### src/tempo_scaled_melody_sequencer_assert.svh
// ============================================================================
// Assertion macros for the melody sequencer
// Concurrent checks on aclk. Define ASSERT_OFF to compile them out.
// ============================================================================
`ifndef TEMPO_SCALED_MELODY_SEQUENCER_ASSERT_SVH
`define TEMPO_SCALED_MELODY_SEQUENCER_ASSERT_SVH

`ifndef ASSERT_OFF
// Check outside reset
`define TSMS_ASSERT(lbl, prop) \
    lbl: assert property (@(posedge aclk) disable iff (!aresetn) prop) \
        else $error("tsms assertion failed");
// Check on every edge, reset included
`define TSMS_ASSERT_ALWAYS(lbl, prop) \
    lbl: assert property (@(posedge aclk) prop) \
        else $error("tsms assertion failed");
`else
`define TSMS_ASSERT(lbl, prop)
`define TSMS_ASSERT_ALWAYS(lbl, prop)
`endif

`endif

### src/tsms_pkg.sv
// ============================================================================
// tsms_pkg
// Types, codes and constants shared by the melody sequencer modules.
// ============================================================================
package tsms_pkg;

    localparam int NOTE_DEPTH_DEF = 256;

    // Note length scale: 60000 ms per minute over 2 eighths per beat
    localparam int EIGHTH_SCALE = 30000;

    localparam int TIME_W   = 17;
    localparam int PROD_W   = 25;
    localparam int TEMPO_W  = 8;
    localparam int TICKS_W  = 16;
    localparam int FREQ_W   = 16;

    localparam logic [TIME_W-1:0] TIME_MAX = '1;

    // Register reset values
    localparam logic [7:0]  MIN_TEMPO_RST   = 8'd60;
    localparam logic [7:0]  MAX_TEMPO_RST   = 8'd200;
    localparam logic [7:0]  TEMPO_STEP_RST  = 8'd10;
    localparam logic [7:0]  START_TEMPO_RST = 8'd120;
    localparam logic [15:0] NOTE_GAP_RST    = 16'd40;
    localparam logic [15:0] SONG_GAP_RST    = 16'd3000;
    localparam logic [15:0] REST_CODE_RST   = 16'd0;

    // Configuration register indexes
    localparam logic [2:0] CFG_MIN_TEMPO   = 3'd0;
    localparam logic [2:0] CFG_MAX_TEMPO   = 3'd1;
    localparam logic [2:0] CFG_TEMPO_STEP  = 3'd2;
    localparam logic [2:0] CFG_START_TEMPO = 3'd3;
    localparam logic [2:0] CFG_NOTE_GAP    = 3'd4;
    localparam logic [2:0] CFG_SONG_GAP    = 3'd5;
    localparam logic [2:0] CFG_REST_CODE   = 3'd6;

    // Request codes
    localparam logic [2:0] REQ_TICK    = 3'd0;
    localparam logic [2:0] REQ_TOGGLE  = 3'd1;
    localparam logic [2:0] REQ_UP      = 3'd2;
    localparam logic [2:0] REQ_DOWN    = 3'd3;
    localparam logic [2:0] REQ_WRITE   = 3'd4;
    localparam logic [2:0] REQ_RESTART = 3'd5;

    // Phase codes
    localparam logic [1:0] PH_NOTE     = 2'd0;
    localparam logic [1:0] PH_NOTE_GAP = 2'd1;
    localparam logic [1:0] PH_SONG_GAP = 2'd2;

    typedef struct packed {
        logic [2:0]  req_type;
        logic [7:0]  note_address;
        logic [15:0] note_frequency;
        logic [7:0]  note_eighths;
        logic        note_song_end;
        logic        note_table_end;
    } req_t;

    typedef struct packed {
        logic        tone_on;
        logic [15:0] tone_frequency;
        logic [1:0]  current_phase;
        logic [7:0]  current_tempo;
        logic [7:0]  current_entry;
        logic        is_playing;
    } rsp_t;

    typedef struct packed {
        logic [FREQ_W-1:0] freq;
        logic [7:0]        eighths;
        logic              song_end;
        logic              table_end;
    } note_entry_t;

    typedef struct packed {
        logic wr_en;
        logic rd_en;
    } mem_ctrl_t;

    typedef struct packed {
        logic               start;
        logic [TIME_W-1:0]  mul_a;
        logic [TEMPO_W-1:0] mul_b;
        logic [TEMPO_W-1:0] divisor;
    } div_req_t;

    typedef struct packed {
        logic              done;
        logic [PROD_W-1:0] quotient;
    } div_rsp_t;

endpackage

### src/tsms_div.sv
// ============================================================================
// tsms_div
// Shared multiply-then-divide unit: a product step, then restoring
// division one quotient bit per cycle.
// ============================================================================
module tsms_div (
    input  logic               aclk,
    input  logic               aresetn,
    input  tsms_pkg::div_req_t req,
    output tsms_pkg::div_rsp_t rsp
);
    import tsms_pkg::*;

    localparam int CNT_W = $clog2(PROD_W);
    localparam int REM_W = TEMPO_W + 1;

    typedef enum logic [1:0] {D_IDLE, D_MUL, D_DIV} dstate_t;

    dstate_t             state_reg;
    logic [TIME_W-1:0]   a_reg;
    logic [TEMPO_W-1:0]  b_reg;
    logic [TEMPO_W-1:0]  d_reg;
    logic [PROD_W-1:0]   q_reg;
    logic [REM_W-1:0]    rem_reg;
    logic [CNT_W-1:0]    cnt_reg;
    logic                done_reg;

    logic [REM_W-1:0]    rem_shift;
    logic                rem_ge;

    assign rem_shift = {rem_reg[TEMPO_W-1:0], q_reg[PROD_W-1]};
    assign rem_ge    = rem_shift >= {1'b0, d_reg};

    always_ff @(posedge aclk) begin
        if (!aresetn) begin
            state_reg <= D_IDLE;
            done_reg  <= 1'b0;
            cnt_reg   <= '0;
        end else begin
            done_reg <= 1'b0;
            case (state_reg)
                D_IDLE: begin
                    if (req.start) begin
                        a_reg     <= req.mul_a;
                        b_reg     <= req.mul_b;
                        d_reg     <= req.divisor;
                        state_reg <= D_MUL;
                    end
                end
                D_MUL: begin
                    q_reg     <= PROD_W'(a_reg) * PROD_W'(b_reg);
                    rem_reg   <= '0;
                    cnt_reg   <= '0;
                    state_reg <= D_DIV;
                end
                D_DIV: begin
                    if (rem_ge) begin
                        rem_reg <= rem_shift - {1'b0, d_reg};
                    end else begin
                        rem_reg <= rem_shift;
                    end
                    q_reg   <= {q_reg[PROD_W-2:0], rem_ge};
                    cnt_reg <= cnt_reg + 1'b1;
                    if (cnt_reg == CNT_W'(PROD_W - 1)) begin
                        done_reg  <= 1'b1;
                        state_reg <= D_IDLE;
                    end
                end
                default: begin
                    state_reg <= D_IDLE;
                end
            endcase
        end
    end

    assign rsp.done     = done_reg;
    assign rsp.quotient = q_reg;

endmodule

### config.mk
export PLATFORM = sky130hd
export DESIGN_NAME = tsms_div
export DESIGN_NICKNAME = d
export VERILOG_FILES = /design/src/tempo_scaled_melody_sequencer_assert.svh /design/src/tsms_pkg.sv /design/src/tsms_div.sv
export SDC_FILE = /design/constraint.sdc
export NUM_CORES = 1
export LEC_CHECK = 0
export BUFFER_PORTS_ARGS = -buffer_cell sky130_fd_sc_hd__buf_2
export CORE_UTILIZATION = 55
export CTS_BUF_LIST = sky130_fd_sc_hd__clkbuf_8
export DETAILED_ROUTE_END_ITERATION = 6
export HOLD_SLACK_MARGIN = 0.12
export PLACE_DENSITY = 0.72
export SETUP_SLACK_MARGIN = 0.2
export SLEW_MARGIN = 5
export SYNTH_ARGS = -nofsm -noshare
export SYNTH_HDL_FRONTEND = slang
export SYNTH_SLANG_ARGS = --single-unit
### constraint.sdc
create_clock -name aclk -period 5.9 [get_ports aclk]
set_input_delay 0 -clock aclk [delete_from_list [all_inputs] [get_ports aclk]]
set_output_delay 0 -clock aclk [all_outputs]
set_load 0.05 [all_outputs]
==> results_tabular.tex, run 1 <==
\begin{tabular}{lr}
\hline
Metric & Value \\
\hline
\multicolumn{2}{l}{\textbf{Pwr}} \\
Cell-internal power & 1.74 mW \\
Switching Power & 1.56 mW \\
Total power divided by cell area & 381 nW/µm² \\
Switching power as a share of total power & 0.473 \\
Lkg Pwr & 3.90 nW \\
Max VDD drop & 0.000219 V \\
Share of power burned in registers & 0.236 \\
Clock share of power & 0.120 \\
Comb power frac & 0.643 \\
\multicolumn{2}{l}{\textbf{Timing}} \\
Number of pins with negative max-slew slack in the final report & 0 \\
Final critical path time including I/O delays and setup & 5.18 ns \\
Total negative slack for setup checks & 0 ns \\
RSZ-0062 raised after global routing & no \\
Final setup violation count & 0 \\
Post-layout worst setup margin & 0.721 ns \\
Total count of hold-check failures in the final report & 0 \\
Rel. slew slack & 0.424 \\
Tightest Pin Transition & 0.864 ns \\
Clock skew after layout & 0.0117 ns \\
Top achievable clock speed & 0.193 GHz \\
Post-route clock period utilization & 0.878 \\
\multicolumn{2}{l}{\textbf{Logic synthesis}} \\
Primary FF master, synth & sky130\_fd\_sc\_hd\_\_edfxtp\_1 \\
Leading cell types by total area after synthesis & sky130\_fd\_sc\_hd\_\_edfxtp\_1, sky130\_fd\_sc\_hd\_\_fa\_1, sky130\_fd\_sc\_hd\_\_and2\_1, sky130\_fd\_sc\_hd\_\_ha\_1, sky130\_fd\_sc\_hd\_\_inv\_1 \\
Post-synthesis cell type count & 61 \\
Most common library cells after synthesis & sky130\_fd\_sc\_hd\_\_inv\_1, sky130\_fd\_sc\_hd\_\_and2\_1, sky130\_fd\_sc\_hd\_\_fa\_1 \\
Synth Instances & 761 \\
Synth Net Count & 946 \\
Total of flip-flops plus latches after synthesis & 74 \\
Post-Syn Area per Cell & 10.1 µm² \\
Fraction of post-synthesis cell area in the top cell type by area & 0.259 \\
Netlist Area Pre-Place & 7660 µm² \\
Library cell with the largest summed area after synthesis & sky130\_fd\_sc\_hd\_\_edfxtp\_1 \\
Share of async-settable or async-resettable flops after synthesis & 0 \\
Most repeated cell in the gate-level netlist after synthesis & sky130\_fd\_sc\_hd\_\_inv\_1 \\
Sequential fraction of the synthesis area & 0.280 \\
Warning count from the yosys run & 0 \\
Count of flip-flops with a built-in enable after synthesis & 66 \\
\multicolumn{2}{l}{\textbf{Placement}} \\
Detailed placer's ending HPWL & 12400 µm \\
Number of buffers inserted by port buffering & 61 \\
Total cell area at the placement stage & 8120 µm² \\
RePlAce Congestion & 1.01 \\
\# placed instances & 981 \\
Setup slack at placement & 0.835 ns \\
\multicolumn{2}{l}{\textbf{Global route}} \\
Aggregate global routing overflow & 0 \\
Via count of the first global-routing pass & 5782 \\
Maximum number of pins on one net before global-route repair & 54 \\
Aggregate global-route resource usage & 0.245 \\
Global Route met2 Usage & 0.402 \\
Routing layer with the top usage in global route & met2 \\
Fraction of met3 tracks used by global routing & 0.0513 \\
Met1 demand-to-capacity share in global routing & 0.319 \\
First-pass GRT wire length & 27600 µm \\
Number of antenna violations at the first check in global routing & 0 \\
\multicolumn{2}{l}{\textbf{Status}} \\
Result of the run & complete, no violations \\
\multicolumn{2}{l}{\textbf{Floorplanning}} \\
Die Y-Extent & 120 µm \\
Starting Density & 0.572 \\
Number of ports placed on the die boundary & 62 \\
Total core area & 13400 µm² \\
X dimension of the die & 120 µm \\
Placement row count & 42 \\
Die Outline Area & 14400 µm² \\
\multicolumn{2}{l}{\textbf{Final layout}} \\
Share of the core filled with cells in the final layout & 0.646 \\
Combined flip-flop and latch cell area & 2140 µm² \\
Fraction of layout cells with a size suffix above 1 & 0.107 \\
Finished Cell Area & 8660 µm² \\
Antenna Cells & 0 \\
Max reg flops & 25 \\
Nets & 1037 \\
Non-filler cells, final & 1033 \\
Growth of design area from synthesis to finish & 13.1\% \\
Multi-input logic area & 4950 µm² \\
Fillers & 1104 \\
\multicolumn{2}{l}{\textbf{Critical path}} \\
Critical setup path kind & flop to flop \\
Critical Path Sink Type & flop \\
Startpoint types & flop \\
Required time reported for the critical path endpoint & 6.12 ns \\
Capturing element of the worst setup path & q\_reg[24] \\
Minimum setup slack among reg-to-reg paths & 0.72 ns \\
Top fanout value on the critical path & 17 \\
Worst reg2reg path startpoint & b\_reg[6] \\
Worst reg2reg endpoint & q\_reg[24] \\
Arrival time reported for the critical path endpoint & 5.40 ns \\
Reg2reg path depth & 14 \\
CP startpoint & b\_reg[6] \\
\multicolumn{2}{l}{\textbf{Route}} \\
DRC & 0 \\
Router iterations before antenna repair & 5 \\
Final routed wire length divided by cell count & 15.8 µm \\
Number of vias in the routed layout & 5719 \\
Antenna-violating nets left & 0 \\
WL final & 16400 µm \\
Avg Vias per Cell & 5.54 \\
Violation count after the first detailed-routing iteration & 328 \\
\multicolumn{2}{l}{\textbf{CTS}} \\
Clock sink count & 74 \\
CTS H-tree lvls & 3 \\
Clock latency reported for the late side of the worst-skew pair & 0.37 ns \\
CTS tree & built \\
Postcts setup bufs & 0 \\
Root cell of the clock tree & sky130\_fd\_sc\_hd\_\_clkbuf\_8 \\
Number of buffers added by the clock tree synthesis step & 9 \\
Clock tree buffer depth & 2 \\
Clock slew at reported path FFs & 0.09 ns \\
\multicolumn{2}{l}{\textbf{Job}} \\
Maximum capacitance violations & 0 \\
\multicolumn{2}{l}{\textbf{Hold path}} \\
Type of the most critical hold path & input pin to flop \\
\hline
\end{tabular}
==> placed cells by master, fill, tap and decap left out, drive strengths merged, types with 5 or more instances in the layout <==
cell,count
mux2i,5
nand4,6
dlygate4sd3,36
nand3,12
o21ai,26
and2,116
xor2,11
nand2,57
a21o,5
inv,127
o21a,6
buf,64
dfxtp,8
o31ai,14
clkbuf,9
nor2,22
a211oi,5
edfxtp,66
fa,91
ha,58
a21boi,5
nor3,17
a21oi,29
==> cell type report <==
cell class | count | area share
multi-input cells | 541 | 0.572
flip-flops and latches | 74 | 0.247
repair buffers | 100 | 0.0794
inverters | 126 | 0.0546
well taps | 176 | 0.0254
clock buffers | 9 | 0.0143
clock inverters | 7 | 0.00708
==> worst max-delay path, cell delays in order (launching register included) <==
cell                       delay, ns
sky130_fd_sc_hd__edfxtp_1       0.77
sky130_fd_sc_hd__and2_1         0.25
sky130_fd_sc_hd__fa_1           0.46
sky130_fd_sc_hd__fa_1           0.55
sky130_fd_sc_hd__fa_1           0.55
sky130_fd_sc_hd__inv_1          0.05
sky130_fd_sc_hd__fa_1           0.53
sky130_fd_sc_hd__inv_1          0.04
sky130_fd_sc_hd__ha_1           0.40
sky130_fd_sc_hd__a21oi_2        0.27
sky130_fd_sc_hd__o21ai_1        0.13
sky130_fd_sc_hd__nor3_1         0.24
sky130_fd_sc_hd__a21oi_1        0.18
sky130_fd_sc_hd__or4b_1         0.51
sky130_fd_sc_hd__nand3_1        0.11
==> through the flow <==
| step | power [mW] | hold slack, ns |
|---|---|---|
| 4_1_cts | 3.32 | 0.318 |
| 5_1_grt | 3.60 | 0.329 |
| 2_1_floorplan | 2.45 | 0.0989 |
| 3_5_place_dp | 2.89 | 0.178 |
| 3_3_place_gp | 2.84 | 0.176 |
| 6_report | 3.30 | 0.334 |
==> how the worst min path moves through the flow <==
stage / endpoint / from / slack [ns] / cells past startpoint
after global routing: b_reg[4] / req[12] / 0.33 / 2
after CTS: a_reg[10] / req[26] / 0.32 / 2
after floorplan: a_reg[0] / req[16] / 0.1 / 0
after global placement: d_reg[4] / req[4] / 0.18 / 1
after detailed placement: a_reg[14] / req[30] / 0.18 / 1
final: b_reg[0] / req[8] / 0.33 / 2
==> repair_timing <==
| item | in CTS | in global routing |
|---|---|---|
| gates resized for setup | 0 | 0 |
| hold endpoints to repair | 41 | 0 |
| hold buffers | 36 | 0 |
==> cells by family after synthesis <==
kind of cell | count (synthesis) | synth area share
fa+ha+maj | 149 | 0.333
xor+xnor | 14 | 0.0160
mux | 9 | 0.0124
flops | 74 | 0.280
compound gates | 119 | 0.110
buf+inv | 146 | 0.0740
simple gates | 250 | 0.175
==> routing by layer <==
metal	up-vias	routed length [µm]
met5	-	0
li1	2702	-
met2	149	8250
met3	28	855
met4	0	384
met1	2840	6880
==> power groups by stage <==
stage	Combinational [mW]	Clock (mW)	Sequential, mW
finish	2.12	0.398	0.780
global route	2.38	0.426	0.789
CTS	2.13	0.406	0.780
detailed placement	2.10	0	0.790
global placement	2.05	0	0.790
floorplan	1.54	0	0.915
(Power assumes the default switching activity.)
==> run 2: changes to the inputs <==
--- a/config.mk
+++ b/config.mk
@@ -5,6 +5,7 @@
 export SDC_FILE = /design/constraint.sdc
 export NUM_CORES = 1
 export LEC_CHECK = 0
+export ABC_AREA = 1
 export BUFFER_PORTS_ARGS = -buffer_cell sky130_fd_sc_hd__buf_2
 export CORE_UTILIZATION = 55
 export CTS_BUF_LIST = sky130_fd_sc_hd__clkbuf_8
==> run 2 against run 1 <==
Net effect:
- maximum frequency is 6.6% higher
- sequential share of layout area is 1.3 points lower
- largest cell class unchanged
- utilization is 1.9 points lower
==> results_tabular.tex, run 2 <==
\begin{tabular}{lr}
\hline
Metric & Value \\
\hline
\multicolumn{2}{l}{\textbf{CTS}} \\
Clock sink count & 74 \\
Clock latency reported for the late side of the worst-skew pair & 0.38 ns \\
Gates resized, CTS repair & 0 \\
Number of hold buffers added after cts & 37 \\
CTS tree & built \\
Postcts setup bufs & 0 \\
Root cell of the clock tree & sky130\_fd\_sc\_hd\_\_clkbuf\_8 \\
CTS H-tree lvls & 3 \\
Clock tree buffer depth & 2 \\
Number of buffers added by the clock tree synthesis step & 9 \\
Clock slew at reported path FFs & 0.09 ns \\
\multicolumn{2}{l}{\textbf{Timing}} \\
Top achievable clock speed & 0.206 GHz \\
Total count of hold-check failures in the final report & 0 \\
Final setup violation count & 0 \\
Post-route clock period utilization & 0.823 \\
Clock skew after layout & 0.0145 ns \\
Total negative slack for setup checks & 0 ns \\
RSZ-0062 raised after global routing & no \\
Final critical path time including I/O delays and setup & 4.86 ns \\
Rel. slew slack & 0.329 \\
Number of pins with negative max-slew slack in the final report & 0 \\
Tightest Pin Transition & 1.00 ns \\
\multicolumn{2}{l}{\textbf{Final layout}} \\
Nets & 1336 \\
Antenna Cells & 0 \\
Max reg flops & 25 \\
Fillers & 1336 \\
Growth of design area from synthesis to finish & 11.3\% \\
Leading cell type in the layout, fill and taps excluded & sky130\_fd\_sc\_hd\_\_nand2\_1 \\
Top library cells by usage in the layout, fill and taps aside & sky130\_fd\_sc\_hd\_\_nand2\_1, sky130\_fd\_sc\_hd\_\_inv\_1, sky130\_fd\_sc\_hd\_\_fa\_1 \\
Fraction of layout cells with a size suffix above 1 & 0.0856 \\
\multicolumn{2}{l}{\textbf{Placement}} \\
RePlAce Congestion & 0.922 \\
Number of buffers inserted by port buffering & 61 \\
Detailed placer's ending HPWL & 13400 µm \\
\multicolumn{2}{l}{\textbf{Route}} \\
Final routed wire length divided by cell count & 13.2 µm \\
Violation count after the first detailed-routing iteration & 429 \\
WL final & 17700 µm \\
Router iterations before antenna repair & 5 \\
Number of vias in the routed layout & 6609 \\
DRC & 0 \\
Avg Vias per Cell & 4.93 \\
Antenna-violating nets left & 0 \\
\multicolumn{2}{l}{\textbf{Global route}} \\
Aggregate global routing overflow & 0 \\
Via count of the first global-routing pass & 6748 \\
First-pass GRT wire length & 31200 µm \\
Number of antenna violations at the first check in global routing & 0 \\
Maximum number of pins on one net before global-route repair & 45 \\
Aggregate global-route resource usage & 0.253 \\
\multicolumn{2}{l}{\textbf{Logic synthesis}} \\
Most repeated cell in the gate-level netlist after synthesis & sky130\_fd\_sc\_hd\_\_nand2\_1 \\
Post-synthesis cell type count & 37 \\
Library cell with the largest summed area after synthesis & sky130\_fd\_sc\_hd\_\_edfxtp\_1 \\
Primary FF master, synth & sky130\_fd\_sc\_hd\_\_edfxtp\_1 \\
Fraction of post-synthesis cell area in the top cell type by area & 0.241 \\
Post-Syn Area per Cell & 7.60 µm² \\
Leading cell types by total area after synthesis & sky130\_fd\_sc\_hd\_\_edfxtp\_1, sky130\_fd\_sc\_hd\_\_fa\_1, sky130\_fd\_sc\_hd\_\_nand2\_1, sky130\_fd\_sc\_hd\_\_inv\_1, sky130\_fd\_sc\_hd\_\_ha\_1 \\
Count of flip-flops with a built-in enable after synthesis & 66 \\
Synth Net Count & 1267 \\
Netlist Area Pre-Place & 8230 µm² \\
Warning count from the yosys run & 0 \\
Synth Instances & 1082 \\
Total of flip-flops plus latches after synthesis & 74 \\
Share of async-settable or async-resettable flops after synthesis & 0 \\
Sequential fraction of the synthesis area & 0.260 \\
Most common library cells after synthesis & sky130\_fd\_sc\_hd\_\_nand2\_1, sky130\_fd\_sc\_hd\_\_inv\_1, sky130\_fd\_sc\_hd\_\_fa\_1 \\
\multicolumn{2}{l}{\textbf{Critical path}} \\
Crit path top cell by count & sky130\_fd\_sc\_hd\_\_nand2\_1 \\
Critical path buffer and inverter count & 3 \\
Arrival time reported for the critical path endpoint & 5.00 ns \\
Critical Path Sink Type & flop \\
Critical setup path kind & flop to flop \\
Max incr delay on CP & 0.79 ns \\
Cell with the largest stage delay on the worst path & sky130\_fd\_sc\_hd\_\_edfxtp\_1 \\
Startpoint types & flop \\
Top fanout value on the critical path & 17 \\
Chain of cells forming the critical path & nand2\_1 -> fa\_1 -> fa\_1 -> inv\_1 -> fa\_1 -> inv\_1 -> fa\_1 -> inv\_1 -> ha\_1 -> nand2\_1 -> nor2\_1 -> nand2\_1 -> nor2\_1 -> nand2\_1 -> nand3\_1 -> nand2\_1 -> nand3\_1 -> nand2\_1 \\
Cell family with the largest share of critical-path delay & adder cells \\
Required time reported for the critical path endpoint & 6.04 ns \\
\multicolumn{2}{l}{\textbf{Floorplanning}} \\
Number of ports placed on the die boundary & 62 \\
Starting Density & 0.564 \\
Total core area & 14600 µm² \\
Die Y-Extent & 124 µm \\
Placement row count & 44 \\
Die Outline Area & 15500 µm² \\
X dimension of the die & 124 µm \\
\multicolumn{2}{l}{\textbf{Hold path}} \\
Type of the most critical hold path & input pin to flop \\
\multicolumn{2}{l}{\textbf{Job}} \\
Maximum capacitance violations & 0 \\
\multicolumn{2}{l}{\textbf{Status}} \\
Result of the run & complete, no violations \\
\hline
\end{tabular}
-- run 2: changes by cell type in the layout (fill, tap and decap cells not counted), sizes merged, moves of 6 or more --
cell | before | now
o31ai | 14 | 1
inv | 127 | 305
and2 | 116 | 2
o21ai | 26 | 12
or2 | 0 | 6
nor2 | 22 | 44
nand3 | 12 | 37
xor2 | 11 | 2
nor3 | 17 | 8
nand3b | 2 | 8
o21a | 6 | 0
nand2 | 57 | 350
-- run 2: through the flow --
step                setup WS [ns]  cells  hold slack (ns)  cell area, µm²  utilization
floorplan                    1.49   1082           0.0989            8230            -
global placement             1.15   1287            0.176            8600        0.590
detailed placement           1.13   1287            0.178            8600        0.590
CTS                          1.10   1340            0.305            9160        0.628
global route                0.735   1340            0.323            9160        0.628
finish                       1.04   1340            0.319            9160        0.628
-- run 2: final timing paths --
kind	slack, ns	depth (start not counted)	startpoint	to
worst max-delay path	1.04	18	b_reg[3]	q_reg[23]
worst min-delay path	0.32	2	req[3]	d_reg[3]
worst max register to register	1.04	18	b_reg[3]	q_reg[23]
worst min register to register	0.52	2	cnt_reg[4]	cnt_reg[4]
-- run 2: layout make-up --
cell class	count	area, µm²	share of cell area
clock buffer	9	124	0.0135
inverter	303	1140	0.124
multi-input combinational	663	4770	0.521
clock inverter	7	63.8	0.00697
timing repair buffer	100	691	0.0754
tap	184	230	0.0251
sequential	74	2140	0.234
-- run 2: cells by family after synthesis --
| kind of cell | after synthesis | synth area share |
|---|---|---|
| DFF | 74 | 0.260 |
| xor gates and xnor gates | 8 | 0.00852 |
| buffers and inverters | 345 | 0.161 |
| and+or+nand+nor | 462 | 0.232 |
| AOI/OAI and AO/OA | 44 | 0.0290 |
| adders and majority gates | 149 | 0.310 |
-- run 2: per-layer routing --
metal | part of all wire | GRT usage
met5 | 0 | 0
met4 | 0.026 | 0.0971
met3 | 0.042 | 0.0305
met2 | 0.49 | 0.433
met1 | 0.44 | 0.327
Power of run 2 is left out: the tool's default activity adds up to more than one toggle a clock period on the data nets, which glitch-free logic cannot reach.
==> run 3: changes to the inputs <==
--- a/config.mk
+++ b/config.mk
@@ -11,7 +11,7 @@
 export CTS_BUF_LIST = sky130_fd_sc_hd__clkbuf_8
 export DETAILED_ROUTE_END_ITERATION = 6
 export HOLD_SLACK_MARGIN = 0.12
-export PLACE_DENSITY = 0.72
+export PLACE_DENSITY = 0.75
 export SETUP_SLACK_MARGIN = 0.2
 export SLEW_MARGIN = 5
 export SYNTH_ARGS = -nofsm -noshare
==> constraint.sdc (replaced) <==
create_clock -name aclk -period 3.9 [get_ports aclk]
set_input_delay 0 -clock aclk [delete_from_list [all_inputs] [get_ports aclk]]
set_output_delay 0 -clock aclk [all_outputs]
set_load 0.05 [all_outputs]
==> run 3 against run 2 <==
Net effect:
- the run now ends with setup timing left
- final cell count is 7.0% higher
- clock skew grew 0.014 ns
- sequential cell count is the same
- hold slack got worse by 0.0085 ns
- sequential share of layout area down 3.3 points
- critical path depth is 3 higher
- critical endpoint is now q_reg[24]
- largest cell class unchanged
==> results_tabular.tex, run 3 (synthesized netlist as in run 2, its figures left out) <==
\begin{tabular}{lr}
\hline
Metric & Value \\
\hline
\multicolumn{2}{l}{\textbf{Status}} \\
Result of the run & finished with violations \\
Violations in the final reports & setup timing \\
\multicolumn{2}{l}{\textbf{Critical path}} \\
Critical Path Sink Type & flop \\
Required time reported for the critical path endpoint & 4.03 ns \\
Minimum setup slack among reg-to-reg paths & -0.34 ns \\
Crit path top cell by count & sky130\_fd\_sc\_hd\_\_nand2\_1 \\
Arrival time reported for the critical path endpoint & 4.38 ns \\
Critical setup path kind & flop to flop \\
Capturing element of the worst setup path & q\_reg[24] \\
Cell family with the largest share of critical-path delay & adder cells \\
Reg2reg path depth & 21 \\
Worst reg2reg path startpoint & b\_reg[7] \\
Cell with the largest stage delay on the worst path & sky130\_fd\_sc\_hd\_\_fa\_1 \\
Critical path buffer and inverter count & 6 \\
Worst reg2reg endpoint & q\_reg[24] \\
Top fanout value on the critical path & 4 \\
CP startpoint & b\_reg[7] \\
Startpoint types & flop \\
Max incr delay on CP & 0.53 ns \\
Chain of cells forming the critical path & buf\_6 -> nand2\_1 -> inv\_1 -> fa\_1 -> inv\_1 -> fa\_1 -> inv\_1 -> fa\_1 -> inv\_1 -> fa\_1 -> inv\_2 -> ha\_4 -> nand2\_4 -> nor2\_4 -> nand2\_1 -> nor2\_1 -> nand2\_1 -> nand3\_1 -> nand2\_1 -> nand3\_1 -> nand2\_1 \\
Path length in cells of the critical path & 21 \\
\multicolumn{2}{l}{\textbf{Global route}} \\
Aggregate global routing overflow & 0 \\
Number of antenna violations at the first check in global routing & 0 \\
First-pass GRT wire length & 33100 µm \\
Via count of the first global-routing pass & 7331 \\
Aggregate global-route resource usage & 0.269 \\
Maximum number of pins on one net before global-route repair & 44 \\
\multicolumn{2}{l}{\textbf{Timing}} \\
RSZ-0062 raised after global routing & yes \\
Post-route clock period utilization & 1.09 \\
Final setup violation count & 17 \\
Tightest Pin Transition & 1.03 ns \\
Top achievable clock speed & 0.236 GHz \\
Worst hold margin & 0.310 ns \\
Clock skew after layout & 0.0281 ns \\
Number of pins with negative max-slew slack in the final report & 0 \\
Post-layout worst setup margin & -0.344 ns \\
Final critical path time including I/O delays and setup & 4.24 ns \\
Total count of hold-check failures in the final report & 0 \\
Rel. slew slack & 0.309 \\
\multicolumn{2}{l}{\textbf{Route}} \\
Violation count after the first detailed-routing iteration & 416 \\
Number of vias in the routed layout & 7015 \\
Final routed wire length divided by cell count & 13.6 µm \\
Antenna-violating nets left & 0 \\
Avg Vias per Cell & 4.89 \\
Router iterations before antenna repair & 5 \\
WL final & 19500 µm \\
DRC & 0 \\
\multicolumn{2}{l}{\textbf{Final layout}} \\
Antenna Cells & 0 \\
Fraction of layout cells with a size suffix above 1 & 0.278 \\
Share of the core filled with cells in the final layout & 0.730 \\
Leading cell type in the layout, fill and taps excluded & sky130\_fd\_sc\_hd\_\_nand2\_1 \\
Max reg flops & 25 \\
Finished Cell Area & 10700 µm² \\
Fillers & 1081 \\
Nets & 1430 \\
Growth of design area from synthesis to finish & 29.5\% \\
Top library cells by usage in the layout, fill and taps aside & sky130\_fd\_sc\_hd\_\_nand2\_1, sky130\_fd\_sc\_hd\_\_inv\_1, sky130\_fd\_sc\_hd\_\_fa\_1 \\
\multicolumn{2}{l}{\textbf{Placement}} \\
RePlAce Congestion & 0.862 \\
Number of buffers inserted by port buffering & 61 \\
Total cell area at the placement stage & 9540 µm² \\
Setup slack at placement & -0.367 ns \\
Detailed placer's ending HPWL & 14700 µm \\
\multicolumn{2}{l}{\textbf{CTS}} \\
Clock tree buffer depth & 2 \\
Clock latency reported for the late side of the worst-skew pair & 0.39 ns \\
Root cell of the clock tree & sky130\_fd\_sc\_hd\_\_clkbuf\_8 \\
CTS tree & built \\
Clock sink count & 74 \\
Number of buffers added by the clock tree synthesis step & 9 \\
CTS H-tree lvls & 3 \\
Clock slew at reported path FFs & 0.11 ns \\
\multicolumn{2}{l}{\textbf{Floorplanning}} \\
Placement row count & 44 \\
Die Y-Extent & 124 µm \\
Starting Density & 0.564 \\
Die Outline Area & 15500 µm² \\
X dimension of the die & 124 µm \\
Number of ports placed on the die boundary & 62 \\
Total core area & 14600 µm² \\
\multicolumn{2}{l}{\textbf{Job}} \\
Maximum capacitance violations & 0 \\
\multicolumn{2}{l}{\textbf{Hold path}} \\
Type of the most critical hold path & input pin to flop \\
Hold path startpoint & req[30] \\
\hline
\end{tabular}
-- run 3: metal layers --
| metal | vias to the layer above | track usage | wire (µm) |
|---|---|---|---|
| met5 | - | 0 | 0 |
| met2 | 201 | 0.463 | 9690 |
| met3 | 39 | 0.0361 | 870 |
| met4 | 0 | 0.103 | 471 |
| li1 | 3480 | - | - |
| met1 | 3295 | 0.344 | 8460 |
-- run 3: worst min path at each step --
stage / slack (ns) / cells past startpoint / endpoint
2_1_floorplan: 0.1 / 0 / a_reg[0]
3_3_place_gp: 0.18 / 1 / d_reg[2]
3_5_place_dp: 0.18 / 1 / a_reg[15]
4_1_cts: 0.29 / 2 / a_reg[14]
5_1_grt: 0.30 / 2 / d_reg[7]
6_report: 0.31 / 2 / a_reg[14]
-- run 3: through the flow --
step,setup TNS (ns),instances
after floorplan,-0.645,1082
after global placement,-3.75,1352
after detailed placement,-4.55,1352
after CTS,-4.40,1420
after global routing,-7.92,1434
final,-4.64,1434
-- run 3: what timing repair did --
action	in CTS	in global routing
gates resized for setup	47	51
pin swaps	14	31
endpoints found under the setup margin	19	19
endpoints found under the hold margin	41	0
hold buffers	37	0
setup buffers	15	13
gates cloned	0	1
-- run 3: cell type report --
class                   count  area (µm²)  share of cell area
clock buffers               9         124              0.0116
clock inverters             7        98.8             0.00928
inverters                 303        1140               0.107
multi-input cells         663        5400               0.507
flip-flops and latches     74        2140               0.201
well taps                 184         230              0.0216
repair buffers            194        1520               0.142
Power of run 3 is left out for the same reason.
